### config.mk
export PLATFORM = sky130hd
export DESIGN_NAME = ppu_ctrl
export DESIGN_NICKNAME = d
export VERILOG_FILES = /design/src/rtl/ppu_pkg.sv /design/src/rtl/ppu_ctrl.sv
export VERILOG_INCLUDE_DIRS = /design/src /design/src/rtl
export SDC_FILE = /design/constraint.sdc
export NUM_CORES = 1
export LEC_CHECK = 0
export BUFFER_PORTS_ARGS = -buffer_cell sky130_fd_sc_hd__buf_2
export CELL_PAD_IN_SITES_DETAIL_PLACEMENT = 1
export CELL_PAD_IN_SITES_GLOBAL_PLACEMENT = 1
export CORE_MARGIN = 1
export CORE_UTILIZATION = 30
export CTS_CLUSTER_DIAMETER = 40
export DETAILED_ROUTE_END_ITERATION = 7
export GPL_TIMING_DRIVEN = 0
export HOLD_SLACK_MARGIN = 0.02
export PLACE_DENSITY = 0.66
export SLEW_MARGIN = 5
export SYNTH_ARGS = -nofsm -noshare
export SYNTH_HDL_FRONTEND = slang
export SYNTH_SLANG_ARGS = --single-unit
### constraint.sdc
create_clock -name clk -period 3 [get_ports clk]
set_input_delay 0.15 -clock clk [delete_from_list [all_inputs] [get_ports clk]]
set_output_delay 0.15 -clock clk [all_outputs]
set_load 0.02 [all_outputs]
### src/rtl/particle_pool_update_unit_assert.svh
// assertion macros for the particle pool
`ifndef PARTICLE_POOL_UPDATE_UNIT_ASSERT_SVH
`define PARTICLE_POOL_UPDATE_UNIT_ASSERT_SVH
`ifndef NO_ASSERTIONS
`define PPU_ASSERT_IMP(lbl, clk, rstn, a, c) \
    lbl: assert property (@(posedge clk) disable iff (!rstn) (a) |-> (c)) \
        else $error("assertion failed");
`define PPU_ASSERT_NXT(lbl, clk, rstn, a, c) \
    lbl: assert property (@(posedge clk) disable iff (!rstn) (a) |=> (c)) \
        else $error("assertion failed");
`else
`define PPU_ASSERT_IMP(lbl, clk, rstn, a, c)
`define PPU_ASSERT_NXT(lbl, clk, rstn, a, c)
`endif
`endif

### src/rtl/ppu_pkg.sv
package ppu_pkg;
    localparam int MAX_PARTICLES = 64;
    localparam int SLOT_W = 6;
    localparam int CNT_W = 7;
    localparam logic [1:0] FUNC_EMIT = 2'd0;
    localparam logic [1:0] FUNC_TICK = 2'd1;
    localparam logic [1:0] FUNC_CLEAR = 2'd2;
    localparam logic [1:0] FUNC_RSVD = 2'd3;
    localparam logic [1:0] KIND_EMIT = 2'd0;
    localparam logic [1:0] KIND_PART = 2'd1;
    localparam logic [1:0] KIND_NONE = 2'd2;

    // controller to datapath
    typedef struct packed {
        logic              cap;       // capture input beat
        logic              wr_emit;   // write input particle at slot
        logic              wr_upd;    // write updated particle at slot
        logic              rd;        // read addressed slot
        logic [SLOT_W-1:0] addr;
        logic              mv_start;  // start move computation
        logic              ld_out;    // load output register
        logic [1:0]        out_kind;
        logic              out_last;
    } ppu_cmd_t;

    // datapath to controller
    typedef struct packed {
        logic [30:0] rd_life;
        logic        mv_done;
    } ppu_sts_t;
endpackage

### src/rtl/ppu_ctrl.sv
`include "particle_pool_update_unit_assert.svh"
module ppu_ctrl (
    input  logic              clk,
    input  logic              rst_n,
    input  logic              in_valid,
    output logic              in_ready,
    input  logic [1:0]        in_func,
    output logic              out_valid,
    input  logic              out_ready,
    output ppu_pkg::ppu_cmd_t cmd,
    input  ppu_pkg::ppu_sts_t sts
);
    typedef enum logic [3:0] {
        S_IDLE, S_DEC, S_FREE_RD, S_FREE_CHK, S_MIN_RD, S_MIN_CHK, S_EMIT_WR,
        S_LAST_RD, S_LAST_CHK, S_NONE_OUT, S_SCAN_RD, S_SCAN_CHK, S_MOVE, S_UPD,
        S_OUT_WAIT
    } state_t;

    localparam logic [ppu_pkg::SLOT_W-1:0] LAST_SLOT = ppu_pkg::SLOT_W'(ppu_pkg::MAX_PARTICLES-1);

    state_t state_reg;
    logic [ppu_pkg::CNT_W-1:0] fill_reg;
    logic [ppu_pkg::SLOT_W-1:0] last_reg, addr_reg, best_reg, slot_reg;
    logic [ppu_pkg::SLOT_W-1:0] lastidx_reg;
    logic [ppu_pkg::CNT_W-1:0] cnt_reg;
    logic [30:0] best_life_reg;
    logic [1:0] func_reg;
    logic mv_pend_reg, ret_scan_reg;
    logic out_valid_reg;

    // next slot, wrapping at the top
    logic [ppu_pkg::SLOT_W-1:0] nxt_addr;
    assign nxt_addr = (addr_reg == LAST_SLOT) ? '0 : addr_reg + 6'd1;

    // top filled slot
    logic [ppu_pkg::CNT_W-1:0] fill_m1;
    assign fill_m1 = fill_reg - 7'd1;

    // least life search: lowest index wins ties
    logic min_take;
    logic [ppu_pkg::SLOT_W-1:0] min_best;
    assign min_take = (addr_reg == '0) || (sts.rd_life < best_life_reg);
    assign min_best = min_take ? addr_reg : best_reg;

    assign in_ready = (state_reg == S_IDLE) && !out_valid_reg;
    assign out_valid = out_valid_reg;

    always_comb
    begin
        cmd = '0;
        cmd.cap = in_valid && in_ready;
        cmd.addr = addr_reg;
        cmd.rd = (state_reg == S_FREE_RD) || (state_reg == S_MIN_RD) ||
                 (state_reg == S_LAST_RD) || (state_reg == S_SCAN_RD);
        cmd.mv_start = (state_reg == S_MOVE) && !mv_pend_reg;
        cmd.wr_emit = (state_reg == S_EMIT_WR);
        cmd.wr_upd = (state_reg == S_UPD);
        cmd.ld_out = (state_reg == S_EMIT_WR) || (state_reg == S_UPD) ||
                     (state_reg == S_NONE_OUT);
        if (state_reg == S_EMIT_WR)
        begin
            cmd.addr = slot_reg;
            cmd.out_kind = ppu_pkg::KIND_EMIT;
            cmd.out_last = 1'b1;
        end
        if (state_reg == S_UPD)
        begin
            cmd.out_kind = ppu_pkg::KIND_PART;
            cmd.out_last = (addr_reg == lastidx_reg);
        end
        if (state_reg == S_NONE_OUT)
        begin
            cmd.out_kind = ppu_pkg::KIND_NONE;
            cmd.out_last = 1'b1;
        end
    end

    // controller
    always_ff @(posedge clk or negedge rst_n)
    begin
        if (!rst_n)
        begin
            state_reg <= S_IDLE;
            fill_reg <= '0;
            last_reg <= '0;
            addr_reg <= '0;
            best_reg <= '0;
            slot_reg <= '0;
            lastidx_reg <= '0;
            cnt_reg <= '0;
            best_life_reg <= '0;
            func_reg <= '0;
            mv_pend_reg <= 1'b0;
            ret_scan_reg <= 1'b0;
            out_valid_reg <= 1'b0;
        end
        else
        begin
            unique case (state_reg)
                S_IDLE:
                begin
                    if (in_valid && in_ready)
                    begin
                        func_reg <= in_func;
                        state_reg <= S_DEC;
                    end
                end
                S_DEC:
                begin
                    unique case (func_reg)
                        ppu_pkg::FUNC_EMIT:
                        begin
                            if (fill_reg < 7'(ppu_pkg::MAX_PARTICLES))
                            begin
                                slot_reg <= fill_reg[ppu_pkg::SLOT_W-1:0];
                                fill_reg <= fill_reg + 7'd1;
                                state_reg <= S_EMIT_WR;
                            end
                            else
                            begin
                                addr_reg <= (last_reg == LAST_SLOT) ? '0 : last_reg + 6'd1;
                                cnt_reg <= '0;
                                state_reg <= S_FREE_RD;
                            end
                        end
                        ppu_pkg::FUNC_TICK:
                        begin
                            if (fill_reg == '0)
                            begin
                                state_reg <= S_NONE_OUT;
                            end
                            else
                            begin
                                addr_reg <= fill_m1[ppu_pkg::SLOT_W-1:0];
                                state_reg <= S_LAST_RD;
                            end
                        end
                        ppu_pkg::FUNC_CLEAR:
                        begin
                            fill_reg <= '0;
                            state_reg <= S_IDLE;
                        end
                        default: state_reg <= S_IDLE;
                    endcase
                end
                // circular search for a dead slot
                S_FREE_RD: state_reg <= S_FREE_CHK;
                S_FREE_CHK:
                begin
                    if (sts.rd_life == '0)
                    begin
                        slot_reg <= addr_reg;
                        last_reg <= addr_reg;
                        state_reg <= S_EMIT_WR;
                    end
                    else if (cnt_reg == 7'(ppu_pkg::MAX_PARTICLES-1))
                    begin
                        addr_reg <= '0;
                        cnt_reg <= '0;
                        state_reg <= S_MIN_RD;
                    end
                    else
                    begin
                        addr_reg <= nxt_addr;
                        cnt_reg <= cnt_reg + 7'd1;
                        state_reg <= S_FREE_RD;
                    end
                end
                // lowest index with least life
                S_MIN_RD: state_reg <= S_MIN_CHK;
                S_MIN_CHK:
                begin
                    if (min_take)
                    begin
                        best_life_reg <= sts.rd_life;
                    end
                    best_reg <= min_best;
                    if (addr_reg == LAST_SLOT)
                    begin
                        slot_reg <= min_best;
                        last_reg <= min_best;
                        state_reg <= S_EMIT_WR;
                    end
                    else
                    begin
                        addr_reg <= nxt_addr;
                        state_reg <= S_MIN_RD;
                    end
                end
                S_EMIT_WR:
                begin
                    out_valid_reg <= 1'b1;
                    ret_scan_reg <= 1'b0;
                    state_reg <= S_OUT_WAIT;
                end
                // tick: find the highest live filled slot first
                S_LAST_RD: state_reg <= S_LAST_CHK;
                S_LAST_CHK:
                begin
                    if (sts.rd_life != '0)
                    begin
                        lastidx_reg <= addr_reg;
                        addr_reg <= '0;
                        state_reg <= S_SCAN_RD;
                    end
                    else if (addr_reg == '0)
                    begin
                        state_reg <= S_NONE_OUT;
                    end
                    else
                    begin
                        addr_reg <= addr_reg - 6'd1;
                        state_reg <= S_LAST_RD;
                    end
                end
                // tick with nothing alive
                S_NONE_OUT:
                begin
                    out_valid_reg <= 1'b1;
                    ret_scan_reg <= 1'b0;
                    state_reg <= S_OUT_WAIT;
                end
                // tick: walk slots up to the last live one
                S_SCAN_RD: state_reg <= S_SCAN_CHK;
                S_SCAN_CHK:
                begin
                    if (sts.rd_life != '0)
                    begin
                        mv_pend_reg <= 1'b0;
                        state_reg <= S_MOVE;
                    end
                    else
                    begin
                        addr_reg <= nxt_addr;
                        state_reg <= S_SCAN_RD;
                    end
                end
                S_MOVE:
                begin
                    mv_pend_reg <= 1'b1;
                    if (sts.mv_done)
                    begin
                        state_reg <= S_UPD;
                    end
                end
                S_UPD:
                begin
                    out_valid_reg <= 1'b1;
                    ret_scan_reg <= 1'b1;
                    state_reg <= S_OUT_WAIT;
                end
                S_OUT_WAIT:
                begin
                    if (out_ready)
                    begin
                        out_valid_reg <= 1'b0;
                        if (ret_scan_reg && addr_reg != lastidx_reg)
                        begin
                            addr_reg <= nxt_addr;
                            state_reg <= S_SCAN_RD;
                        end
                        else
                        begin
                            state_reg <= S_IDLE;
                        end
                    end
                end
                default: state_reg <= S_IDLE;
            endcase
        end
    end

    `PPU_ASSERT_IMP(a_rdy_idle, clk, rst_n, in_ready, state_reg == S_IDLE)
    `PPU_ASSERT_IMP(a_fill_max, clk, rst_n, 1'b1, fill_reg <= 7'(ppu_pkg::MAX_PARTICLES))
    `PPU_ASSERT_NXT(a_out_hold, clk, rst_n, out_valid && !out_ready, out_valid)
endmodule

==> impl_metrics.tcl, run 1 <==
set metrics [dict create \
    outcome "complete, no violations" \
    hold_viol 0 \
    skew_ns 0.00775 \
    worst_slew_pin_slew_ns 0.925 \
    ys_async_sr_fraction_pct 100 \
    setup_viol 0 \
    slew_violations 0 \
    grt_first_pass_wirelength_um 25800 \
    hpwl_um 12000 \
    antenna_found_initial 0 \
    syn_inst 594 \
    setup_tns_ns 0 \
    p_per_area_nw_per_um2 960 \
    final_util_pct 35.7 \
    rsz0062_at_grt "false" \
    area_growth_syn_to_layout_pct 16.6 \
    dp_worst_setup_slack_ns -0.0652 \
    syn-num-nets 670 \
    diodes 0 \
    drtIter0Drc 195 \
    fill_cells 2095 \
    row_count 49 \
    synth-edff-count 0 \
    placed_cell_area_um2 6090 \
    cts-htree-levels 3 \
    fin_crit_ns 2.82 \
    gp_congestion 0.908 \
    largest_reg_flops 31 \
    max-vdd-ir-drop_mv 0.416 \
    cp-start-kind "flop" \
    synth_seq_cells 84 \
    gr-total-overflow 0 \
    antenna_left 0 \
    p_leak_nw 2.87 \
    reg2reg_slack_ns 0.18 \
    crit_fanout 10 \
    drc_errors 0 \
    io_buffer_count 54 \
    grt_max_degree 45 \
    ys_seq_area_share_pct 38.2 \
    cts-root-buf "clkbuf_16" \
    clk_pin_slew_worst_paths_ns 0.07 \
    die_w_um 137 \
    first_global_vias 4923 \
    max_freq_ghz 0.355 \
    dr_total_vias 4638 \
    synth_largest_area_cell "dfrtp_1" \
    drt-pass1-iter-count 6 \
    ioPinCount 55 \
    clk_latency_ns 0.35 \
    fin_ws_ns 0.180 \
    yosys.area.top_type_share_pct 38.2 \
    clockBufferDepth 2 \
    grt_usage_pct 18.0 \
    cp.required_ns 3.23 \
    timing.max_cap.violations 0 \
    synthDistinctLibCells 72 \
    wl_per_cell_um 17.3 \
    synth.area.top_cells "dfrtp_1, ha_1, mux2_2" \
    syn-mean-instance-area_um2 9.26 \
    wl_um 15500 \
    core_area_um2 18000 \
    num-nets-final 738 \
    design_area_um2 6410 \
    cts_tree "done" \
    initial_core_util_pct 30.6 \
    endpoint_kind "flop" \
    synth_area_um2 5500 \
    min_path_cells 2 \
    ys.warnings.count 0 \
    yosys_most_used_dff "dfrtp_1" \
    die_h_um 137 \
    hp-class "in -> reg" \
    vias_per_cell 5.18 \
    cp.arrival_ns 3.05 \
    drive_above_1_share_pct 21.6 \
    ff2ff_path_depth 10 \
    post-route-period-util_pct 94.0 \
    cts.sink_count 84 \
    dieArea_um2 18900 \
    cts_buffers 9 \
    path_class "reg -> reg" \
    relSlewSlack_pct 37.7 \
]
[cells in the mapped netlist (5+ instances only)]
library cell,count
a21oi_1,35
o21ai_1,8
clkbuf_1,8
o21ai_0,33
nor3_1,10
buf_6,5
buf_4,6
nand2b_1,6
inv_1,39
mux2i_1,7
dfrtp_1,84
mux2_2,39
and2_1,6
nor4_1,12
and3_1,5
xor2_1,10
a21o_1,6
xnor2_1,9
o22ai_1,7
nand3_1,12
nand2_1,70
ha_1,38
nand4_1,7
nor2_1,47
[cells by family after synthesis]
kind of cell	Yosys count	share of synthesized area, %
and+or+nand+nor	202	18.1
AOI/OAI and AO/OA	141	17.0
DFF	84	38.2
buffers and inverters	62	5.39
muxes	48	9.67
adders and majority gates	38	8.65
xor gates and xnor gates	19	3.03
[where the power goes]
group          total [mW]  switching (mW)  internal, mW  leakage, nW
logic                3.13            1.81          1.32         1.68
clock network        1.16           0.485         0.671        0.146
registers            1.88           0.313          1.56         1.04
[through the flow]
step / cells / total power, mW / hold slack, ns
2_1_floorplan: 594 / 4.11 / -0.146
3_3_place_gp: 877 / 4.85 / 0.387
3_5_place_dp: 878 / 5.02 / 0.191
4_1_cts: 895 / 6.22 / 0.0309
5_1_grt: 896 / 6.69 / 0.0355
6_report: 896 / 6.16 / 0.0347
[routing by layer]
metal	track usage (%)	vias to the layer above	share of wire, %
met3	3.27	18	2.3
met2	30.1	64	50
li1	-	2258	-
met4	6.04	0	1.9
met5	0	-	0
met1	23.2	2298	46
[worst max-delay path: stages (launching register included)]
cell and delay, ns:
dfrtp_1 0.35, inv_1 0.05, ha_1 0.29, nand2_1 0.06
o21ai_1 0.15, a21oi_1 0.11, o41ai_2 0.49, a31oi_2 0.30
o21ai_4 0.32, buf_4 0.24, mux2_2 0.35
[cells in the final DEF (no fill, tap or decap), types with 10 or more instances in the layout]
cell,netlist,layout
inv_1,39,39
nor4_1,12,12
nand2_1,70,70
dfrtp_1,84,84
nor2_1,47,47
buf_2,3,56
ha_1,38,38
o21ai_0,33,33
a21oi_1,35,35
nand3_1,12,12
mux2_2,39,39
xor2_1,10,10
nor3_1,10,10
[layout make-up]
type	count	area [um2]	area share (%)
multi-input cells	448	3110	48.5
clock inverters	5	60.1	0.936
plain buffers	23	150	2.34
repair buffers	57	318	4.96
clock buffers	11	243	3.78
well taps	229	287	4.47
flip-flops and latches	84	2100	32.8
inverters	39	146	2.28
[worst paths after layout]
check / start / endpoint
worst max register to register: best_life_reg[2] / best_life_reg[29]
worst max-delay path: best_life_reg[2] / best_life_reg[29]
worst min-delay path: in_func[0] / func_reg[0]
max in group asynchronous: rst_n / best_life_reg[19]
min in group asynchronous: rst_n / fill_reg[4]
worst min register to register: cnt_reg[5] / cnt_reg[5]
[what timing repair did]
action | CTS | global route
hold endpoints to repair | 40 | 0
pin swaps | 0 | 1
setup endpoints to repair | 32 | 3
hold buffers | 1 | 0
gates resized for setup | 1 | 0
buffers inserted | 0 | 1
No activity file was read; power rests on OpenSTA's default activity.
==> inputs of run 2 (changes only) <==
--- a/config.mk
+++ b/config.mk
@@ -6,6 +6,7 @@
 export SDC_FILE = /design/constraint.sdc
 export NUM_CORES = 1
 export LEC_CHECK = 0
+export ABC_AREA = 1
 export BUFFER_PORTS_ARGS = -buffer_cell sky130_fd_sc_hd__buf_2
 export CELL_PAD_IN_SITES_DETAIL_PLACEMENT = 1
 export CELL_PAD_IN_SITES_GLOBAL_PLACEMENT = 1
@@ -15,7 +16,7 @@
 export DETAILED_ROUTE_END_ITERATION = 7
 export GPL_TIMING_DRIVEN = 0
 export HOLD_SLACK_MARGIN = 0.02
-export PLACE_DENSITY = 0.66
+export PLACE_DENSITY = 0.69
 export SLEW_MARGIN = 5
 export SYNTH_ARGS = -nofsm -noshare
 export SYNTH_HDL_FRONTEND = slang
==> impl_metrics.tcl, run 2 <==
set metrics [dict create \
    ys_async_sr_fraction_pct 100 \
    slowest_delay_ns 0.45 \
    final_cell_mix "nand2_1, inv_1, dfrtp_1" \
    die_w_um 140 \
    syn_inst 798 \
    gr-total-overflow 0 \
    wl_um 16400 \
    post-route-period-util_pct 77.9 \
    area_growth_syn_to_layout_pct 16.5 \
    first_global_vias 5370 \
    design_area_um2 6690 \
    core_area_um2 18700 \
    yosysMostFrequentCell "nand2_1" \
    synthDistinctLibCells 40 \
    cts-root-buf "clkbuf_16" \
    hpwl_um 12700 \
    num-nets-final 943 \
    crit_slowest_cell "dfrtp_1" \
    drc_errors 0 \
    setup_viol 0 \
    ioPinCount 55 \
    synth-edff-count 0 \
    clk_pin_slew_worst_paths_ns 0.07 \
    ys_top_cells_by_count "nand2_1, inv_1, dfrtp_1" \
    dieArea_um2 19700 \
    path_class "reg -> out" \
    drtIter0Drc 196 \
    vias_per_cell 4.81 \
    synth_largest_area_cell "dfrtp_1" \
    syn-num-nets 874 \
    hold_viol 0 \
    gp_congestion 0.791 \
    antenna_left 0 \
    outcome "complete, no violations" \
    grt_usage_pct 17.6 \
    wl_per_cell_um 14.8 \
    cp-start-kind "flop" \
    skew_ns 0.00703 \
    ys_seq_area_share_pct 36.6 \
    timing.max_cap.violations 0 \
    endpoint_kind "primary output" \
    antenna_found_initial 0 \
    cts.sink_count 84 \
    cp.required_ns 2.85 \
    cts_buffers 9 \
    rsz0062_at_grt "false" \
    clk_latency_ns 0.36 \
    io_buffer_count 54 \
    crit_fanout 10 \
    dr_total_vias 5316 \
    diodes 0 \
    setup_tns_ns 0 \
    ys.warnings.count 0 \
    yosys.area.top_type_share_pct 36.6 \
    worst_slew_pin_slew_ns 0.477 \
    p_per_area_nw_per_um2 868 \
    fin_crit_ns 2.34 \
    p_leak_nw 3.46 \
    placed_cell_area_um2 6330 \
    cp_top_family "buffers and inverters" \
    slew_violations 0 \
    grt_max_degree 53 \
    max-vdd-ir-drop_mv 0.287 \
    cts_tree "done" \
    drive_above_1_share_pct 16.7 \
    relSlewSlack_pct 68.1 \
    drt-pass1-iter-count 4 \
    initial_core_util_pct 30.7 \
    synth.area.top_cells "dfrtp_1, nand2_1, inv_1" \
    yosys_most_used_dff "dfrtp_1" \
    final_common_cell "nand2_1" \
    post_cts_buffers 0 \
    largest_reg_flops 31 \
    cts-htree-levels 3 \
    syn-mean-instance-area_um2 7.19 \
    synth_area_um2 5740 \
    worstPathCellList "inv_2, nor2_1, nand2_1, inv_1, clkbuf_1, o21ai_0, buf_2" \
    row_count 50 \
    fill_cells 2378 \
    path_buf_inv 4 \
    cp.arrival_ns 2.19 \
    hp-class "in -> reg" \
    grt_first_pass_wirelength_um 27200 \
    clockBufferDepth 2 \
    max_freq_ghz 0.428 \
    die_h_um 140 \
    synth_seq_cells 84 \
]
==> run 2: cell types whose count changed after synthesis, sizes merged, moves of 12 or more <==
cell | previous run | this run
nand2 | 72 | 197
inv | 39 | 155
mux2 | 41 | 0
o21ai | 42 | 83
nand3 | 13 | 42
nor2 | 49 | 69
a21oi | 35 | 50
nor4 | 13 | 1
==> run 2: cell families (layout without fill, tap and decap cells) <==
group | Yosys count | in the layout | synth area share [%]
flip-flops | 84 | 84 | 36.6
buffers and inverters | 171 | 245 | 11.9
AO/OA/AOI/OAI | 153 | 153 | 14.6
adder cells (fa/ha/maj) | 38 | 38 | 8.28
XOR/XNOR | 12 | 12 | 1.83
AND/OR/NAND/NOR | 340 | 340 | 26.8
==> run 2: through the flow <==
stage / power (mW) / cells / util (%) / setup WS, ns / hold WS, ns
floorplan: 3.79 / 798 / - / 1.18 / -0.146
global placement: 4.49 / 1086 / 33.7 / 0.722 / 0.363
detailed placement: 4.57 / 1087 / 33.9 / 0.681 / 0.145
CTS: 5.87 / 1106 / 35.8 / 0.622 / 0.0716
global route: 6.30 / 1106 / 35.8 / 0.305 / 0.0990
finish: 5.81 / 1106 / 35.8 / 0.664 / 0.0819
==> run 2: routing by layer <==
| metal | part of all wire, % | global-route usage [%] | vias up |
|---|---|---|---|
| li1 | - | - | 2684 |
| met1 | 50 | 23.9 | 2556 |
| met2 | 46 | 28.7 | 59 |
| met3 | 2.7 | 1.88 | 17 |
| met4 | 1.8 | 6.82 | 0 |
| met5 | 0 | 0 | - |
==> run 2: repair_timing <==
item,in CTS,in global routing
endpoints found under the hold margin,34,0
hold buffers,3,0
gates resized for setup,0,0
==> run 2: cell type report <==
cell class	count	area (um2)	share of cell area, %
inverter	155	582	8.70
clock buffer	11	243	3.63
clock inverter	5	83.8	1.25
tap	234	293	4.38
multi-input combinational	543	2960	44.2
timing repair buffer	58	330	4.94
buffer	16	100	1.50
sequential	84	2100	31.4
==> run 2: power by group <==
| part | total, mW | switching (mW) | internal, mW |
|---|---|---|---|
| combinational | 2.72 | 1.75 | 0.976 |
| clock | 1.26 | 0.506 | 0.756 |
| sequential | 1.82 | 0.289 | 1.53 |
| total | 5.81 | 2.54 | 3.26 |
==> run 2: worst paths after layout <==
check                           slack (ns)  cells after the start         startpoint                 to
worst max-delay path                  0.66                      7       state_reg[1]            cmd[10]
max in group asynchronous             2.04                      3              rst_n  best_life_reg[29]
min in group asynchronous             0.30                      2              rst_n         cnt_reg[3]
worst min-delay path                  0.08                      3            sts[20]  best_life_reg[19]
worst min register to register        0.47                      2        mv_pend_reg        mv_pend_reg
worst max register to register        0.67                     14  best_life_reg[14]  best_life_reg[28]
==> run 2: worst reg2reg max path, cell delays in order, from the launching register on <==
cell and delay, ns:
dfrtp_1 0.34, inv_1 0.05, ha_1 0.29, nand2_1 0.07
nor2_1 0.14, nand2_1 0.10, nor2_1 0.09, nor2_1 0.05
nand2_1 0.10, nand2_1 0.13, nand2_2 0.17, nand2_2 0.11
nand2_2 0.17, buf_2 0.26, o21ai_0 0.12
==> inputs of run 3 (changes only) <==
--- a/config.mk
+++ b/config.mk
@@ -6,7 +6,7 @@
 export SDC_FILE = /design/constraint.sdc
 export NUM_CORES = 1
 export LEC_CHECK = 0
-export ABC_AREA = 1
+export ABC_AREA = 0
 export BUFFER_PORTS_ARGS = -buffer_cell sky130_fd_sc_hd__buf_2
 export CELL_PAD_IN_SITES_DETAIL_PLACEMENT = 1
 export CELL_PAD_IN_SITES_GLOBAL_PLACEMENT = 1
@@ -16,7 +16,7 @@
 export DETAILED_ROUTE_END_ITERATION = 7
 export GPL_TIMING_DRIVEN = 0
 export HOLD_SLACK_MARGIN = 0.02
-export PLACE_DENSITY = 0.69
+export PLACE_DENSITY = 0.66
 export SLEW_MARGIN = 5
 export SYNTH_ARGS = -nofsm -noshare
 export SYNTH_HDL_FRONTEND = slang
==> constraint.sdc (replaced) <==
create_clock -name clk -period 2.3 [get_ports clk]
set_input_delay 0.115 -clock clk [delete_from_list [all_inputs] [get_ports clk]]
set_output_delay 0.115 -clock clk [all_outputs]
set_load 0.02 [all_outputs]
==> impl_metrics.tcl, run 3 (synthesis results as in run 1) <==
set metrics [dict create \
    outcome "finished, violations left" \
    failed_checks "negative setup slack" \
    vias_per_cell 5.23 \
    slowest_delay_ns 0.36 \
    drc_errors 0 \
    rsz0062_at_grt "true" \
    cp.arrival_ns 2.82 \
    hpwl_um 11800 \
    dr_total_vias 4923 \
    cts-root-buf "clkbuf_16" \
    seq_area_um2 2110 \
    multi_input_area_um2 3670 \
    setup_tns_ns -9.46 \
    ioPinCount 55 \
    crit_fanout 8 \
    drive_above_1_share_pct 37.3 \
    grt_first_pass_wirelength_um 27100 \
    final_cell_mix "dfrtp_1, nand2_1, buf_2" \
    skew_ns 0.00781 \
    dieArea_um2 18900 \
    worstPathCellList "inv_1, ha_1, nand4_1, buf_4, nor2_2, a22oi_2, o211ai_1, a31oi_4, buf_12, nor3_4, buf_12, a221o_1, o22a_1" \
    clockBufferDepth 2 \
    initial_core_util_pct 30.6 \
    drtIter0Drc 221 \
    grt_max_degree 52 \
    drt-pass1-iter-count 6 \
    num-nets-final 785 \
    final_common_cell "dfrtp_1" \
    fill_cells 2048 \
    gp_congestion 0.845 \
    diodes 0 \
    p_leak_nw 3.42 \
    first_global_vias 5225 \
    fin_crit_ns 2.58 \
    area_growth_syn_to_layout_pct 37.3 \
    cts_buffers 9 \
    hp-class "in -> reg" \
    hold_viol 0 \
    die_w_um 137 \
    cp-start-kind "flop" \
    setup_viol 49 \
    path_class "reg -> reg" \
    core_area_um2 18000 \
    cts-htree-levels 3 \
    endpoint_kind "flop" \
    clk_pin_slew_worst_paths_ns 0.07 \
    wl_um 17300 \
    dp_cells 878 \
    cts.sink_count 84 \
    post-route-period-util_pct 112 \
    timing.max_cap.violations 0 \
    row_count 49 \
    largest_reg_flops 31 \
    finalHoldWorstSlack_ns 0.0301 \
    max_freq_ghz 0.387 \
    wl_per_cell_um 18.3 \
    die_h_um 137 \
    gr-total-overflow 0 \
    crit_path_frequent_cell "buf_12" \
    relSlewSlack_pct 44.9 \
    antenna_found_initial 0 \
    antenna_left 0 \
    final_cell_count_no_fill 942 \
    cts_tree "done" \
    slew_violations 0 \
    cp.required_ns 2.54 \
    io_buffer_count 54 \
    worst_slew_pin_slew_ns 0.821 \
    p_per_area_nw_per_um2 1300 \
    fin_ws_ns -0.281 \
    crit_slowest_cell "dfrtp_1" \
    clk_latency_ns 0.35 \
    grt_usage_pct 18.8 \
    max-vdd-ir-drop_mv 0.693 \
]
run 3: worst paths after layout:
path	start	cells past startpoint	endpoint	slack [ns]
setup reg to reg	best_life_reg[27]	13	slot_reg[4]	-0.28
hold / removal	sts[22]	2	best_life_reg[21]	0.03
hold reg to reg	cnt_reg[5]	1	cnt_reg[5]	0.50
max in group asynchronous	rst_n	3	addr_reg[2]	1.34
min in group asynchronous	rst_n	2	last_reg[4]	0.29
setup / recovery	best_life_reg[27]	13	slot_reg[4]	-0.28
run 3: timing repair:
item                                    4_1_cts  5_1_grt
cloned                                        2        2
hold endpoints to repair                     36        0
setup buffers                                27       17
pin swaps                                    14       24
endpoints found under the setup margin       65       66
gates resized for setup                      85       66
hold buffers                                  4        0
run 3: layout make-up:
| type | instances | area share, % |
|---|---|---|
| Multi-Input combinational cell | 448 | 48.6 |
| Clock buffer | 10 | 3.17 |
| Timing Repair Buffer | 105 | 10.5 |
| Inverter | 39 | 1.94 |
| Tap cell | 229 | 3.80 |
| Buffer | 22 | 2.55 |
| Clock inverter | 5 | 1.43 |
| Sequential cell | 84 | 28.0 |
run 3: metal layers:
layer | routed length (um) | GRT usage (%) | part of all wire, % | up-vias
met2 | 8820 | 33.3 | 51 | 76
li1 | - | - | - | 2352
met3 | 598 | 1.80 | 3.5 | 15
met4 | 258 | 6.96 | 1.5 | 0
met5 | 0 | 0 | 0 | -
met1 | 7580 | 23.5 | 44 | 2480
run 3: critical path, delay by kind of cell (launching register included):
family / cells / cell delay (ns)
adder cells (fa/ha/maj): 1 / 0.27
AND/OR/NAND/NOR: 3 / 0.27
flip-flops: 1 / 0.36
AO/OA/AOI/OAI: 5 / 1.06
buffers and inverters: 4 / 0.49
run 3: through the flow:
step	cell area [um2]	total power, mW	utilization (%)	worst slack [ns]
2_1_floorplan	5540	5.41	-	-0.0243
3_3_place_gp	6100	6.37	33.9	-0.580
3_5_place_dp	6130	6.59	34.1	-0.519
4_1_cts	7090	9.22	39.5	-0.258
5_1_grt	7550	10.5	42.0	-0.422
6_report	7550	9.85	42.0	-0.281
run 3: where the power goes:
part / total, mW / switching (mW) / internal, mW / leakage (nW)
registers: 2.50 / 0.444 / 2.05 / 1.03
clock network: 1.75 / 0.656 / 1.09 / 0.170
logic: 5.60 / 2.92 / 2.68 / 2.22
total: 9.85 / 4.02 / 5.83 / 3.42
